<file path="config.mk">
export PLATFORM = sky130hd
export DESIGN_NAME = integer_to_ascii_formatter_core_flat
export DESIGN_NICKNAME = d
export VERILOG_FILES = /design/src/hw/rtl/itoa_pkg.sv /design/src/hw/rtl/itoa_if.sv /design/src/hw/rtl/itoa_conv.sv /design/src/hw/rtl/itoa_emit.sv /design/src/hw/rtl/integer_to_ascii_formatter_core.sv /design/src/flat_wrapper.sv
export SDC_FILE = /design/constraint.sdc
export NUM_CORES = 1
export LEC_CHECK = 0
export ABC_AREA = 1
export BUFFER_PORTS_ARGS = -buffer_cell sky130_fd_sc_hd__buf_4
export CORE_MARGIN = 10
export CORE_UTILIZATION = 50
export DETAILED_ROUTE_END_ITERATION = 10
export GPL_TIMING_DRIVEN = 0
export PLACE_DENSITY = 0.68
export SYNTH_ARGS = -nofsm -noshare
export SYNTH_HDL_FRONTEND = slang
export SYNTH_SLANG_ARGS = --single-unit
</file>
<file path="constraint.sdc">
create_clock -name clk -period 3.7 [get_ports clk]
set_input_delay 0.925 -clock clk [delete_from_list [all_inputs] [get_ports clk]]
set_output_delay 0.925 -clock clk [all_outputs]
set_load 0.05 [all_outputs]
</file>
<file path="src/hw/rtl/itoa_pkg.sv">
// ----------------------------------------------------------------------------
// itoa_pkg: shared types and constants of the integer to ASCII formatter
// Command codes, character codes, the conversion job record and the
// digit-to-character mapping.
// ----------------------------------------------------------------------------
package itoa_pkg;

	localparam int unsigned VALUE_W     = 32;
	localparam int unsigned CHAR_W      = 8;
	localparam int unsigned DIGIT_W     = 4;
	localparam int unsigned CMD_W       = 2;
	localparam int unsigned MIN_WIDTH_W = 4;
	localparam int unsigned COUNT_W     = 4;

	// decimal digits needed for any 32-bit magnitude
	localparam int unsigned BCD_DIGITS  = 10;
	localparam int unsigned HEX_NIBBLES = VALUE_W / DIGIT_W;
	localparam int unsigned STORE_W     = BCD_DIGITS * DIGIT_W;

	// caps on the requested minimum width
	localparam int unsigned DEC_DIGITS  = 10;
	localparam int unsigned HEX_DIGITS  = 8;

	typedef enum logic [CMD_W-1:0] {
		CMD_UDEC      = 2'd0,
		CMD_SDEC      = 2'd1,
		CMD_HEX_LOWER = 2'd2,
		CMD_HEX_UPPER = 2'd3
	} cmd_t;

	localparam logic [CHAR_W-1:0] CHAR_ZERO    = 8'h30;
	localparam logic [CHAR_W-1:0] CHAR_SPACE   = 8'h20;
	localparam logic [CHAR_W-1:0] CHAR_MINUS   = 8'h2D;
	localparam logic [CHAR_W-1:0] CHAR_LOWER_A = 8'h61;
	localparam logic [CHAR_W-1:0] CHAR_UPPER_A = 8'h41;

	typedef logic [STORE_W-1:0] store_t;

	// one converted number, digits left-aligned, most significant on top
	typedef struct packed {
		store_t                   digits;
		logic [COUNT_W-1:0]       count;
		logic [MIN_WIDTH_W-1:0]   pads;
		logic                     minus;
		logic                     zero_pad;
		logic                     upper;
	} job_t;

	function automatic logic [CHAR_W-1:0] digit_char(input logic [DIGIT_W-1:0] d,
		input logic upper);
		logic [CHAR_W-1:0] base;
		base = upper ? CHAR_UPPER_A : CHAR_LOWER_A;
		if (d < 4'd10) begin
			return CHAR_ZERO + {4'd0, d};
		end
		return base + {4'd0, d} - 8'd10;
	endfunction

endpackage

</file>
<file path="src/hw/rtl/itoa_if.sv">
// ----------------------------------------------------------------------------
// itoa_if: channel interfaces of the integer to ASCII formatter
// Number channel into the block and character channel out of it.
// ----------------------------------------------------------------------------
interface itoa_item_if;
	logic                                 valid;
	logic                                 ready;
	logic [itoa_pkg::CMD_W-1:0]           cmd;
	logic [itoa_pkg::VALUE_W-1:0]         number;
	logic                                 zero_pad;
	logic [itoa_pkg::MIN_WIDTH_W-1:0]     min_width;

	modport source (output valid, cmd, number, zero_pad, min_width, input ready);
	modport sink   (input valid, cmd, number, zero_pad, min_width, output ready);
endinterface

interface itoa_text_if;
	logic                                 valid;
	logic                                 ready;
	logic [itoa_pkg::CHAR_W-1:0]          out_char;
	logic                                 last;

	modport source (output valid, out_char, last, input ready);
	modport sink   (input valid, out_char, last, output ready);
endinterface

</file>
<file path="src/hw/rtl/itoa_conv.sv">
// ----------------------------------------------------------------------------
// itoa_conv: binary to digit converter
// Shift-and-add-3 conversion one bit per cycle for decimal, direct nibble
// load for hex, then a leading-zero trim one digit per cycle.
// ----------------------------------------------------------------------------
module itoa_conv #(
	parameter int unsigned DEC_DIGITS = itoa_pkg::DEC_DIGITS,
	parameter int unsigned HEX_DIGITS = itoa_pkg::HEX_DIGITS
) (
	input  logic           clk,
	input  logic           arst_n,
	itoa_item_if.sink      item,
	output itoa_pkg::job_t job,
	output logic           job_valid,
	input  logic           job_ready
);

	localparam int unsigned BIT_W = $clog2(itoa_pkg::VALUE_W);
	localparam logic [BIT_W-1:0] LAST_BIT = BIT_W'(itoa_pkg::VALUE_W - 1);
	localparam logic [4:0] DEC_CAP = 5'(DEC_DIGITS);
	localparam logic [4:0] HEX_CAP = 5'(HEX_DIGITS);
	localparam int unsigned PAD_W = itoa_pkg::STORE_W - itoa_pkg::VALUE_W;

	typedef enum logic [3:0] {
		ST_IDLE   = 4'b0001,
		ST_DABBLE = 4'b0010,
		ST_TRIM   = 4'b0100,
		ST_DONE   = 4'b1000
	} conv_state_t;

	conv_state_t                          state_q;
	logic [itoa_pkg::VALUE_W-1:0]         bin_q;
	itoa_pkg::store_t                     store_q;
	logic [itoa_pkg::COUNT_W-1:0]         cnt_q;
	logic [BIT_W-1:0]                     bit_q;
	logic [itoa_pkg::MIN_WIDTH_W-1:0]     width_q;
	logic                                 minus_q;
	logic                                 zpad_q;
	logic                                 upper_q;

	itoa_pkg::store_t                     adj;
	logic                                 hex;
	logic                                 neg;
	logic [itoa_pkg::VALUE_W-1:0]         mag;
	logic [4:0]                           cap;
	logic [itoa_pkg::MIN_WIDTH_W-1:0]     capped;

	assign hex = (item.cmd == itoa_pkg::CMD_HEX_LOWER) || (item.cmd == itoa_pkg::CMD_HEX_UPPER);
	assign neg = (item.cmd == itoa_pkg::CMD_SDEC) && item.number[itoa_pkg::VALUE_W-1];
	assign mag = neg ? (~item.number + 1'b1) : item.number;
	assign cap = hex ? HEX_CAP : DEC_CAP;
	assign capped = ({1'b0, item.min_width} > cap) ? cap[itoa_pkg::MIN_WIDTH_W-1:0]
		: item.min_width;

	// add 3 to every BCD digit of 5 or more before the next shift
	always_comb begin
		for (int i = 0; i < itoa_pkg::BCD_DIGITS; i++) begin
			adj[i*itoa_pkg::DIGIT_W +: itoa_pkg::DIGIT_W] =
				(store_q[i*itoa_pkg::DIGIT_W +: itoa_pkg::DIGIT_W] >= 4'd5)
				? store_q[i*itoa_pkg::DIGIT_W +: itoa_pkg::DIGIT_W] + 4'd3
				: store_q[i*itoa_pkg::DIGIT_W +: itoa_pkg::DIGIT_W];
		end
	end

	assign item.ready = (state_q == ST_IDLE);
	assign job_valid  = (state_q == ST_DONE);

	always_comb begin
		job.digits   = store_q;
		job.count    = cnt_q;
		job.pads     = (width_q > cnt_q) ? (width_q - cnt_q) : '0;
		job.minus    = minus_q;
		job.zero_pad = zpad_q;
		job.upper    = upper_q;
	end

	always_ff @(posedge clk or negedge arst_n) begin
		if (!arst_n) begin
			state_q <= ST_IDLE;
		end else begin
			case (state_q)
				ST_IDLE: begin
					if (item.valid) begin
						state_q <= hex ? ST_TRIM : ST_DABBLE;
					end
				end
				ST_DABBLE: begin
					if (bit_q == LAST_BIT) begin
						state_q <= ST_TRIM;
					end
				end
				ST_TRIM: begin
					if (!(cnt_q > 4'd1 && store_q[itoa_pkg::STORE_W-1 -: itoa_pkg::DIGIT_W]
						== '0)) begin
						state_q <= ST_DONE;
					end
				end
				ST_DONE: begin
					if (job_ready) begin
						state_q <= ST_IDLE;
					end
				end
				default: state_q <= ST_IDLE;
			endcase
		end
	end

	always_ff @(posedge clk) begin
		case (state_q)
			ST_IDLE: begin
				if (item.valid) begin
					width_q <= capped;
					minus_q <= neg;
					zpad_q  <= item.zero_pad;
					upper_q <= (item.cmd == itoa_pkg::CMD_HEX_UPPER);
					bin_q   <= mag;
					bit_q   <= '0;
					if (hex) begin
						store_q <= {item.number, {PAD_W{1'b0}}};
						cnt_q   <= itoa_pkg::COUNT_W'(itoa_pkg::HEX_NIBBLES);
					end else begin
						store_q <= '0;
						cnt_q   <= itoa_pkg::COUNT_W'(itoa_pkg::BCD_DIGITS);
					end
				end
			end
			ST_DABBLE: begin
				store_q <= {adj[itoa_pkg::STORE_W-2:0], bin_q[itoa_pkg::VALUE_W-1]};
				bin_q   <= bin_q << 1;
				bit_q   <= bit_q + 1'b1;
			end
			ST_TRIM: begin
				// drop one leading zero digit, keep at least one
				if (cnt_q > 4'd1 && store_q[itoa_pkg::STORE_W-1 -: itoa_pkg::DIGIT_W] == '0)
				begin
					store_q <= store_q << itoa_pkg::DIGIT_W;
					cnt_q   <= cnt_q - 1'b1;
				end
			end
			default: begin
			end
		endcase
	end

endmodule

</file>
<file path="src/hw/rtl/itoa_emit.sv">
// ----------------------------------------------------------------------------
// itoa_emit: character sequencer
// Sends sign, padding and digits one character per cycle while the text
// channel is not stalled, through a registered output slot.
// ----------------------------------------------------------------------------
module itoa_emit (
	input  logic           clk,
	input  logic           arst_n,
	input  itoa_pkg::job_t job,
	input  logic           job_valid,
	output logic           job_ready,
	itoa_text_if.source    text
);

	typedef enum logic [3:0] {
		ST_IDLE  = 4'b0001,
		ST_SIGN  = 4'b0010,
		ST_PAD   = 4'b0100,
		ST_DIGIT = 4'b1000
	} emit_state_t;

	emit_state_t                          state_q;
	itoa_pkg::store_t                     digits_q;
	logic [itoa_pkg::COUNT_W-1:0]         cnt_q;
	logic [itoa_pkg::MIN_WIDTH_W-1:0]     pads_q;
	logic                                 zpad_q;
	logic                                 upper_q;
	logic                                 valid_q;
	logic [itoa_pkg::CHAR_W-1:0]          char_q;
	logic                                 last_q;
	logic                                 slot_free;
	logic                                 emit_fire;

	assign slot_free     = !valid_q || text.ready;
	// load a new character into the output slot
	assign emit_fire     = slot_free && (state_q != ST_IDLE);
	assign job_ready     = (state_q == ST_IDLE);
	assign text.valid    = valid_q;
	assign text.out_char = char_q;
	assign text.last     = last_q;

	always_ff @(posedge clk or negedge arst_n) begin
		if (!arst_n) begin
			state_q <= ST_IDLE;
			valid_q <= 1'b0;
		end else begin
			if (emit_fire) begin
				valid_q <= 1'b1;
			end else if (text.ready) begin
				valid_q <= 1'b0;
			end
			case (state_q)
				ST_IDLE: begin
					if (job_valid) begin
						state_q <= job.minus ? ST_SIGN : ((job.pads != '0) ? ST_PAD : ST_DIGIT);
					end
				end
				ST_SIGN: begin
					if (slot_free) begin
						state_q <= (pads_q != '0) ? ST_PAD : ST_DIGIT;
					end
				end
				ST_PAD: begin
					if (slot_free) begin
						if (pads_q == 4'd1) begin
							state_q <= ST_DIGIT;
						end
					end
				end
				ST_DIGIT: begin
					if (slot_free) begin
						if (cnt_q == 4'd1) begin
							state_q <= ST_IDLE;
						end
					end
				end
				default: state_q <= ST_IDLE;
			endcase
		end
	end

	always_ff @(posedge clk) begin
		case (state_q)
			ST_IDLE: begin
				if (job_valid) begin
					digits_q <= job.digits;
					cnt_q    <= job.count;
					pads_q   <= job.pads;
					zpad_q   <= job.zero_pad;
					upper_q  <= job.upper;
				end
			end
			ST_SIGN: begin
				if (slot_free) begin
					char_q <= itoa_pkg::CHAR_MINUS;
					last_q <= 1'b0;
				end
			end
			ST_PAD: begin
				if (slot_free) begin
					char_q <= zpad_q ? itoa_pkg::CHAR_ZERO : itoa_pkg::CHAR_SPACE;
					last_q <= 1'b0;
					pads_q <= pads_q - 1'b1;
				end
			end
			ST_DIGIT: begin
				if (slot_free) begin
					char_q   <= itoa_pkg::digit_char(
						digits_q[itoa_pkg::STORE_W-1 -: itoa_pkg::DIGIT_W], upper_q);
					last_q   <= (cnt_q == 4'd1);
					digits_q <= digits_q << itoa_pkg::DIGIT_W;
					cnt_q    <= cnt_q - 1'b1;
				end
			end
			default: begin
			end
		endcase
	end

endmodule

</file>
<file path="src/hw/rtl/integer_to_ascii_formatter_core.sv">
// ----------------------------------------------------------------------------
// integer_to_ascii_formatter_core: 32-bit value to ASCII text
// Formats a value as unsigned decimal, signed decimal or hex with a minimum
// digit width and zero or space padding, one character per transaction.
// ----------------------------------------------------------------------------
//
//  channel  role  payload                                  transaction
//  -------  ----  ---------------------------------------  -----------------
//  item     sink  cmd[1:0] number[31:0] zero_pad min_width  one number
//  text     src   out_char[7:0] last                        one character
//
// Decimal numbers go through shift-and-add-3 in the converter, hex numbers
// skip it; the trim then drops leading zero digits (up to 9 for decimal,
// up to 7 for hex) and keeps at least one. The sequencer sends one
// character per cycle while the text channel is not stalled (up to 11 per
// number) and overlaps with the conversion of the next number.
// Reset clears both state machines and the output valid flag.
// A stalled text channel holds the current character and pauses the
// sequencer; the converter then holds its finished job and item.ready low.
// ----------------------------------------------------------------------------
module integer_to_ascii_formatter_core #(
	parameter int unsigned DEC_DIGITS = itoa_pkg::DEC_DIGITS,
	parameter int unsigned HEX_DIGITS = itoa_pkg::HEX_DIGITS
) (
	input  logic        clk,
	input  logic        arst_n,
	itoa_item_if.sink   item,
	itoa_text_if.source text
);

	// converted job handed from the converter to the sequencer
	itoa_pkg::job_t job;
	logic           job_valid;
	logic           job_ready;

	// split the value into digits and count the significant ones
	itoa_conv #(
		.DEC_DIGITS (DEC_DIGITS),
		.HEX_DIGITS (HEX_DIGITS)
	) u_conv (
		.clk       (clk),
		.arst_n    (arst_n),
		.item      (item),
		.job       (job),
		.job_valid (job_valid),
		.job_ready (job_ready)
	);

	// send sign, padding and digits, most significant first
	itoa_emit u_emit (
		.clk       (clk),
		.arst_n    (arst_n),
		.job       (job),
		.job_valid (job_valid),
		.job_ready (job_ready),
		.text      (text)
	);

endmodule

</file>
<file path="src/flat_wrapper.sv">
// flat-port wrapper written by rule: the top's interface ports become plain ports
module integer_to_ascii_formatter_core_flat 
#(
	parameter int unsigned DEC_DIGITS = itoa_pkg::DEC_DIGITS,
	parameter int unsigned HEX_DIGITS = itoa_pkg::HEX_DIGITS
)
  (clk, arst_n, item_valid, item_cmd, item_number, item_zero_pad, item_min_width, item_ready, text_valid, text_out_char, text_last, text_ready);
  itoa_item_if item_i ();
  itoa_text_if text_i ();
  input  logic clk;
  input  logic arst_n;
  input wire logic [$bits(item_i.valid)-1:0] item_valid;
  input wire logic [$bits(item_i.cmd)-1:0] item_cmd;
  input wire logic [$bits(item_i.number)-1:0] item_number;
  input wire logic [$bits(item_i.zero_pad)-1:0] item_zero_pad;
  input wire logic [$bits(item_i.min_width)-1:0] item_min_width;
  output wire logic [$bits(item_i.ready)-1:0] item_ready;
  output wire logic [$bits(text_i.valid)-1:0] text_valid;
  output wire logic [$bits(text_i.out_char)-1:0] text_out_char;
  output wire logic [$bits(text_i.last)-1:0] text_last;
  input wire logic [$bits(text_i.ready)-1:0] text_ready;
  assign item_i.valid = item_valid;
  assign item_i.cmd = item_cmd;
  assign item_i.number = item_number;
  assign item_i.zero_pad = item_zero_pad;
  assign item_i.min_width = item_min_width;
  assign item_ready = item_i.ready;
  assign text_valid = text_i.valid;
  assign text_out_char = text_i.out_char;
  assign text_last = text_i.last;
  assign text_i.ready = text_ready;
  integer_to_ascii_formatter_core #(.DEC_DIGITS(DEC_DIGITS), .HEX_DIGITS(HEX_DIGITS)) u_core (.clk(clk), .arst_n(arst_n), .item(item_i), .text(text_i));
endmodule
</file>
# ---- Word-level counts from Yosys, hierarchy flattened
# Index checks and enable logic that the tools add are counted.
dict set report word_totals {
  register_bits 156
  input_bits 43
  output_inout_bits 11
  word_cells 175
}
dict set report op_classes {
  add_sub_neg 19
  magnitude_cmp 14
  n_eq_ne 27
  muxes 67
  bitwise 1
  reduce_logical 29
}
# operator count
set op_table {}
lappend op_table {{40-bit 2-to-1 mux} 5}
lappend op_table {{4-bit 2-to-1 mux} 30}
lappend op_table {{40-bit one-hot mux with 3 select lines} 1}
lappend op_table {{40-bit one-hot mux with 2 select lines} 1}
lappend op_table {{32-bit 2-to-1 mux} 2}
lappend op_table {{32-bit one-hot mux with 2 select lines} 1}
lappend op_table {{4-bit by 3-bit >= comparator with 1-bit output, second input constant} 10}
lappend op_table {{8-bit 2-to-1 mux} 5}
lappend op_table {{4-bit by 2-bit adder with 4-bit output, second input constant} 9}
lappend op_table {{32-bit by 1-bit adder with 32-bit output, second input constant} 1}
lappend op_table {{32-bit inverter} 1}
lappend op_table {{4-bit one-hot mux with 4 select lines} 2}
lappend op_table {{4-bit one-hot mux with 2 select lines} 3}
lappend op_table {{8-bit one-hot mux with 3 select lines} 1}
lappend op_table {{2-bit != test, second input constant} 10}
lappend op_table {{4-bit by 1-bit == test with 1-bit output, second input constant} 4}
lappend op_table {{3-bit AND reduction} 5}
lappend op_table {{2-bit nonzero test} 6}
lappend op_table {{4-bit by 1-bit subtractor with 4-bit output, second input constant} 3}
lappend op_table {{5-bit 2-to-1 mux} 2}
lappend op_table {{5-bit one-hot mux with 2 select lines} 1}
lappend op_table {{7-bit by 4-bit adder with 8-bit output} 1}
lappend op_table {{4-bit by 2-bit == test with 1-bit output, second input constant} 2}
lappend op_table {{4-bit by 3-bit == test with 1-bit output, second input constant} 2}
lappend op_table {{other kinds (29)} 49}

# ---- Depth between registers and ports, before layout
dict set report depth {
  ltp_word 7
  ltp_mapped 13
  depth_no_buf 13
}

# ---- Cells and area by module
# Synthesis repeated with hierarchy kept, for this count alone.
dict set report hier_totals {
  cells_unflattened 1089
  area_unflattened_um2 9360.2
}
# mod n_inst cells_each area_each_um2 seq_area_each_um2
set by_module_without_submodules {}
lappend by_module_without_submodules {itoa_conv 1 771 6301.0 2743.9}
lappend by_module_without_submodules {itoa_emit 1 318 3059.2 1868.0}

# ---- Worst setup path before layout
# No wires, ideal clock.
dict set report synth_timing {
  path_kind {flip-flop to flip-flop}
  startpoint {register u_core.u_conv.state_q[0]}
  endpoint {register u_core.u_conv.bin_q[0] (netlist name) (enable)}
  setup_time_ns 0.483
  t_arrival_ns 4.236
  required_time_ns 3.217
  slack_ns -1.019
  path_stages_with_launch 5
  n_path_buf 0
  synth_period_minus_slack_ns 4.719
  cell_sequence {dfstp_2 -> inv_1 -> nor3_2 -> inv_1 -> o21ai_0}
}
dict set report synth_via {
  elab_chain_cells 3
  elab_cells_between_ends 5
  classes_between {3 x eq/ne; 2 x reduce/logical}
}
# item line
set synth_lines {}
lappend synth_lines {{start: declaration} itoa_conv.sv:31} ;# conv_state_t state_q;
lappend synth_lines {{start signal: assignment} itoa_conv.sv:84} ;# state_q <= hex ? ST_TRIM : ST_DABBLE;
lappend synth_lines {{4-bit by 1-bit == test with 1-bit output (*)} n/a}
lappend synth_lines {{net item_ready} flat_wrapper.sv:17} ;# output wire logic [$bits(item_i.ready)-1:0] item_ready;
lappend synth_lines {{2-bit != test (no line) / 2-bit nonzero test (equally long branches)} n/a}
lappend synth_lines {{2-bit AND reduction (no line) (*)} n/a}
lappend synth_lines {{end signal: assignment} itoa_conv.sv:116} ;# bin_q <= mag;
lappend synth_lines {{end signal: assignment} itoa_conv.sv:129} ;# bin_q <= bin_q << 1;
lappend synth_lines {{end: declaration} itoa_conv.sv:32} ;# logic [itoa_pkg::VALUE_W-1:0] bin_q;
# The timed path passes the listed nets; every way through them passes the cells marked *.
# A chain may end at the register's enable or synchronous reset.

# ---- Final worst setup path
dict set report layout_timing {
  startpoint {register u_core.u_conv.state_q[0]}
  endpoint {register u_core.u_conv.bin_q[16] (netlist name) (enable)}
}
dict set report layout_via {
  elab_chain_cells 3
  elab_cells_between_ends 5
  classes_between {3 x eq/ne; 2 x reduce/logical}
}
# item line
set layout_lines {}
lappend layout_lines {{4-bit by 1-bit == test with 1-bit output / 4-bit by 2-bit == test with 1-bit output (equally long branches)} itoa_conv.sv:109} ;# case (state_q)
lappend layout_lines {{2-bit != test (no line) / 2-bit nonzero test (equally long branches)} n/a}
lappend layout_lines {{2-bit AND reduction (no line) (*)} n/a}
# Mark *: on every way between the ends. The rest lies on a longest branch, timed or not.

==> metrics.yaml <==
reg2reg_from: "u_core.u_conv.state_q[0]$_DFFE_PN1P_"
dr_total_vias: 7386
clock_path_buffers: 2
ctsHoldBuffers: 0
leakagePower_nw: 4.23
wl_met1_um: 10500
core-area_mm2: 0.0174
fin_skew_ns: 0.00961
clkLatencyLatePin_ns: 0.44
path_clk_slew_ns: 0.07
synthArstFlopShare_pct: 5.81
clock.fmax_ghz: 0.383
ys_seq_elements: 155
reg2regPathDepth: 6
numCtsBuffers: 17
initial_core_util_pct: 51.5
cts_root_buf: "clkbuf_16"
worst_setup_path_start_kind: "register"
met2WireLength_um: 10500
regArea_mm2: 0.00461
drv_slew: 0
first_pass_iters: 5
slowest_delay_ns: 0.68
nNetsFinal: 1170
worstMarginPinSlew_ns: 0.859
drtIter0Drc: 610
syn_inst: 1017
nFillCells: 1548
viasPerCell: 5.57
port_buffers: 51
die_x_um: 154
ant_nets: 0
fin_crit_ns: 2.61
grt_pass1_wl_um: 36800
synth_area_mm2: 0.00897
cts_tree: "yes"
slew-limit-headroom_pct: 42.7
area_growth_pct: 15.0
synth-edff-count: 146
synth-seq-area-share_pct: 51.4
cts_setup_buffers: 0
hp-class: "in -> async"
cp_slowest_cell: "buf_1"
setup_viol: 0
path_cells: "inv_1 -> nand4_1 -> buf_2 -> buf_1 -> o21ai_4 -> buf_12"
numClockSinks: 155
grt_overflow: 0
p_per_area_mw_per_mm2: 827
hold_viol_final: 0
grt_setup_unrepaired: "false"
top_layer_used: "met4"
dr_wl_met3_um: 1350
syn_area_per_cell_um2: 8.82
dieArea_mm2: 0.0237
drc: 0
status: "finished, final reports clean"
track_usage_pct: 19.0
fp.dieH_um: 154
rows: 48
critPathKind: "reg -> reg"
ir_drop_uv: 435
setup_tns_ns: 0
reg2reg_setup_slack_ns: 1.09
grt_pass1_vias: 7020
ios: 54
drive_above_1_share_pct: 10.8
ys_warn_count: 0
insertedDiodeCount: 0
drv_cap: 0
post-route-util_pct: 59.3
multiInputGateArea_mm2: 0.00373
grt_max_degree: 27
synth_cell_types: 45
h-tree-depth: 4
worstPathArrival_ns: 2.79
wl_um: 22600
synthFlopType: "edfxtp_1"
antenna_found_initial: 0
place_congestion: 0.907
reg2reg_to: "u_core.u_conv.bin_q[16]$_DFFE_PP_"
crit_path_max_fanout: 26
synthesis.nets: 1097
cp-end-kind: "register"
period_share_pct: 70.5
dp_hpwl_um: 17000
post_drt_wl_per_cell_um: 17.0
cts_resized: 0
cp_data_required_time_ns: 3.88
-- metal layers --
metal | up-vias | global-route usage, %
li1 | 3650 | -
met1 | 3466 | 26.1
met2 | 245 | 30.0
met3 | 25 | 3.38
met4 | 0 | 5.44
met5 | - | 0
-- placed cells by master, fill, tap and decap left out, types with 2 or more instances in the layout --
cell / Yosys / final
buf_4: 1 / 52
a31oi_1: 7 / 7
inv_1: 125 / 125
nor2_1: 96 / 96
nand3b_1: 2 / 2
clkbuf_1: 16 / 17
o211ai_1: 29 / 29
dfstp_2: 2 / 2
xor2_1: 18 / 18
nand2_2: 2 / 2
edfxtp_1: 146 / 146
nand3_4: 2 / 2
clkbuf_16: 0 / 17
clkinvlp_4: 0 / 5
o22ai_1: 4 / 4
dfrtp_1: 7 / 7
o21ai_0: 117 / 116
clkinv_4: 0 / 2
a21oi_1: 44 / 42
bufinv_16: 0 / 2
buf_16: 0 / 2
ha_1: 36 / 36
buf_2: 13 / 13
inv_2: 2 / 2
nand3_1: 93 / 93
buf_6: 2 / 2
o32ai_1: 2 / 2
nand2_1: 201 / 201
inv_6: 1 / 4
xnor2_1: 6 / 6
o31ai_1: 3 / 3
nor2_4: 2 / 2
nor3_1: 2 / 2
o221ai_1: 4 / 4
a21oi_4: 0 / 2
buf_1: 4 / 4
o21ai_1: 2 / 2
nand4_1: 13 / 13
-- layout make-up --
type / instances / area share [%]
Sequential cell: 155 / 44.7
Multi-Input combinational cell: 697 / 36.2
Inverter: 129 / 4.76
Timing Repair Buffer: 54 / 4.44
Clock buffer: 18 / 4.16
Tap cell: 225 / 2.73
Buffer: 36 / 1.65
Clock inverter: 13 / 1.41
-- cell usage after synthesis, types with 2 or more instances --
master | n | area share, %
nor2_1 | 96 | 4.0
o21ai_1 | 2 | 0.11
xor2_1 | 18 | 1.8
o22ai_1 | 4 | 0.28
inv_2 | 2 | 0.084
buf_1 | 4 | 0.17
buf_2 | 13 | 0.73
edfxtp_1 | 146 | 49
nor2_4 | 2 | 0.25
buf_6 | 2 | 0.25
nand2_2 | 2 | 0.14
o31ai_1 | 3 | 0.25
o221ai_1 | 4 | 0.39
o21ai_0 | 117 | 6.5
dfstp_2 | 2 | 0.59
nand3_4 | 2 | 0.39
nand3_1 | 93 | 5.2
inv_1 | 125 | 5.2
nor3_1 | 2 | 0.11
o32ai_1 | 2 | 0.20
nand3b_1 | 2 | 0.17
xnor2_1 | 6 | 0.59
ha_1 | 36 | 5.0
clkbuf_1 | 16 | 0.67
a31oi_1 | 7 | 0.49
nand4_1 | 13 | 0.91
nand2_1 | 201 | 8.4
dfrtp_1 | 7 | 2.0
a21oi_1 | 44 | 2.5
o211ai_1 | 29 | 2.4
-- critical path, delay by kind of cell, from the launching register on --
kind | cells | cell delay [ns]
buf+inv | 4 | 1.28
flops | 1 | 0.53
compound gates | 1 | 0.30
simple gates | 1 | 0.22
-- worst max-delay path by stage --
stage	slack, ns	start	endpoint
after global routing	0.92	u_core.u_conv.cnt_q[0]$_SDFFCE_PP0P_	u_core.u_conv.store_q[7]$_SDFFCE_PP0P_
after global placement	0.14	u_core.u_conv.state_q[1]$_DFFE_PN0P_	u_core.u_conv.store_q[14]$_DFFE_PP_
final	1.09	u_core.u_conv.state_q[0]$_DFFE_PN1P_	u_core.u_conv.bin_q[16]$_DFFE_PP_
after floorplan	0.51	u_core.u_conv.state_q[0]$_DFFE_PN1P_	u_core.u_conv.store_q[0]$_SDFFCE_PP0P_
after detailed placement	1.12	item_number[0]	u_core.u_conv.bin_q[25]$_DFFE_PP_
after CTS	1.11	u_core.u_conv.state_q[0]$_DFFE_PN1P_	u_core.u_conv.bin_q[4]$_DFFE_PP_
-- flip-flops by register name (all words and copies together), names as in the netlist, 4 cells and up --
name and flops:
u_core.u_emit.digits_q 40, u_core.u_emit.cnt_q 4, u_core.u_conv.bit_q 5, u_core.u_emit.state_q 4
u_core.u_emit.text.out_char 7, u_core.u_conv.bin_q 32, u_core.u_conv.width_q 4, u_core.u_conv.state_q 4
u_core.u_emit.pads_q 4, u_core.u_conv.store_q 40, u_core.u_conv.cnt_q 4
-- stage by stage --
stage,setup WS (ns),hold slack [ns],total power [mW],std cells,area (µm²)
3_3_place_gp,0.138,0.440,6.59,1293,9650
3_5_place_dp,1.12,0.427,6.81,1296,9750
2_1_floorplan,0.509,0.400,5.70,1017,8980
4_1_cts,1.11,0.306,8.55,1327,10300
6_report,1.09,0.305,8.54,1327,10300
5_1_grt,0.924,0.311,9.16,1327,10300
-- report_power, final --
| group | switching (mW) | internal, mW |
|---|---|---|
| registers | 0.365 | 3.13 |
| clock network | 0.736 | 0.993 |
| logic | 2.31 | 1.01 |
| total | 3.41 | 5.13 |
-- cell families after synthesis --
group                    Yosys count  synth area share [%]
AO/OA/AOI/OAI                    213                  13.2
adder cells (fa/ha/maj)           37                  5.24
other                              1                0.0418
AND/OR/NAND/NOR                  421                  20.3
multiplexers                       1                 0.112
flip-flops                       155                  51.4
XOR/XNOR                          24                  2.34
buffers and inverters            165                  7.38
Note: power is estimated with default switching activity, not from simulation.
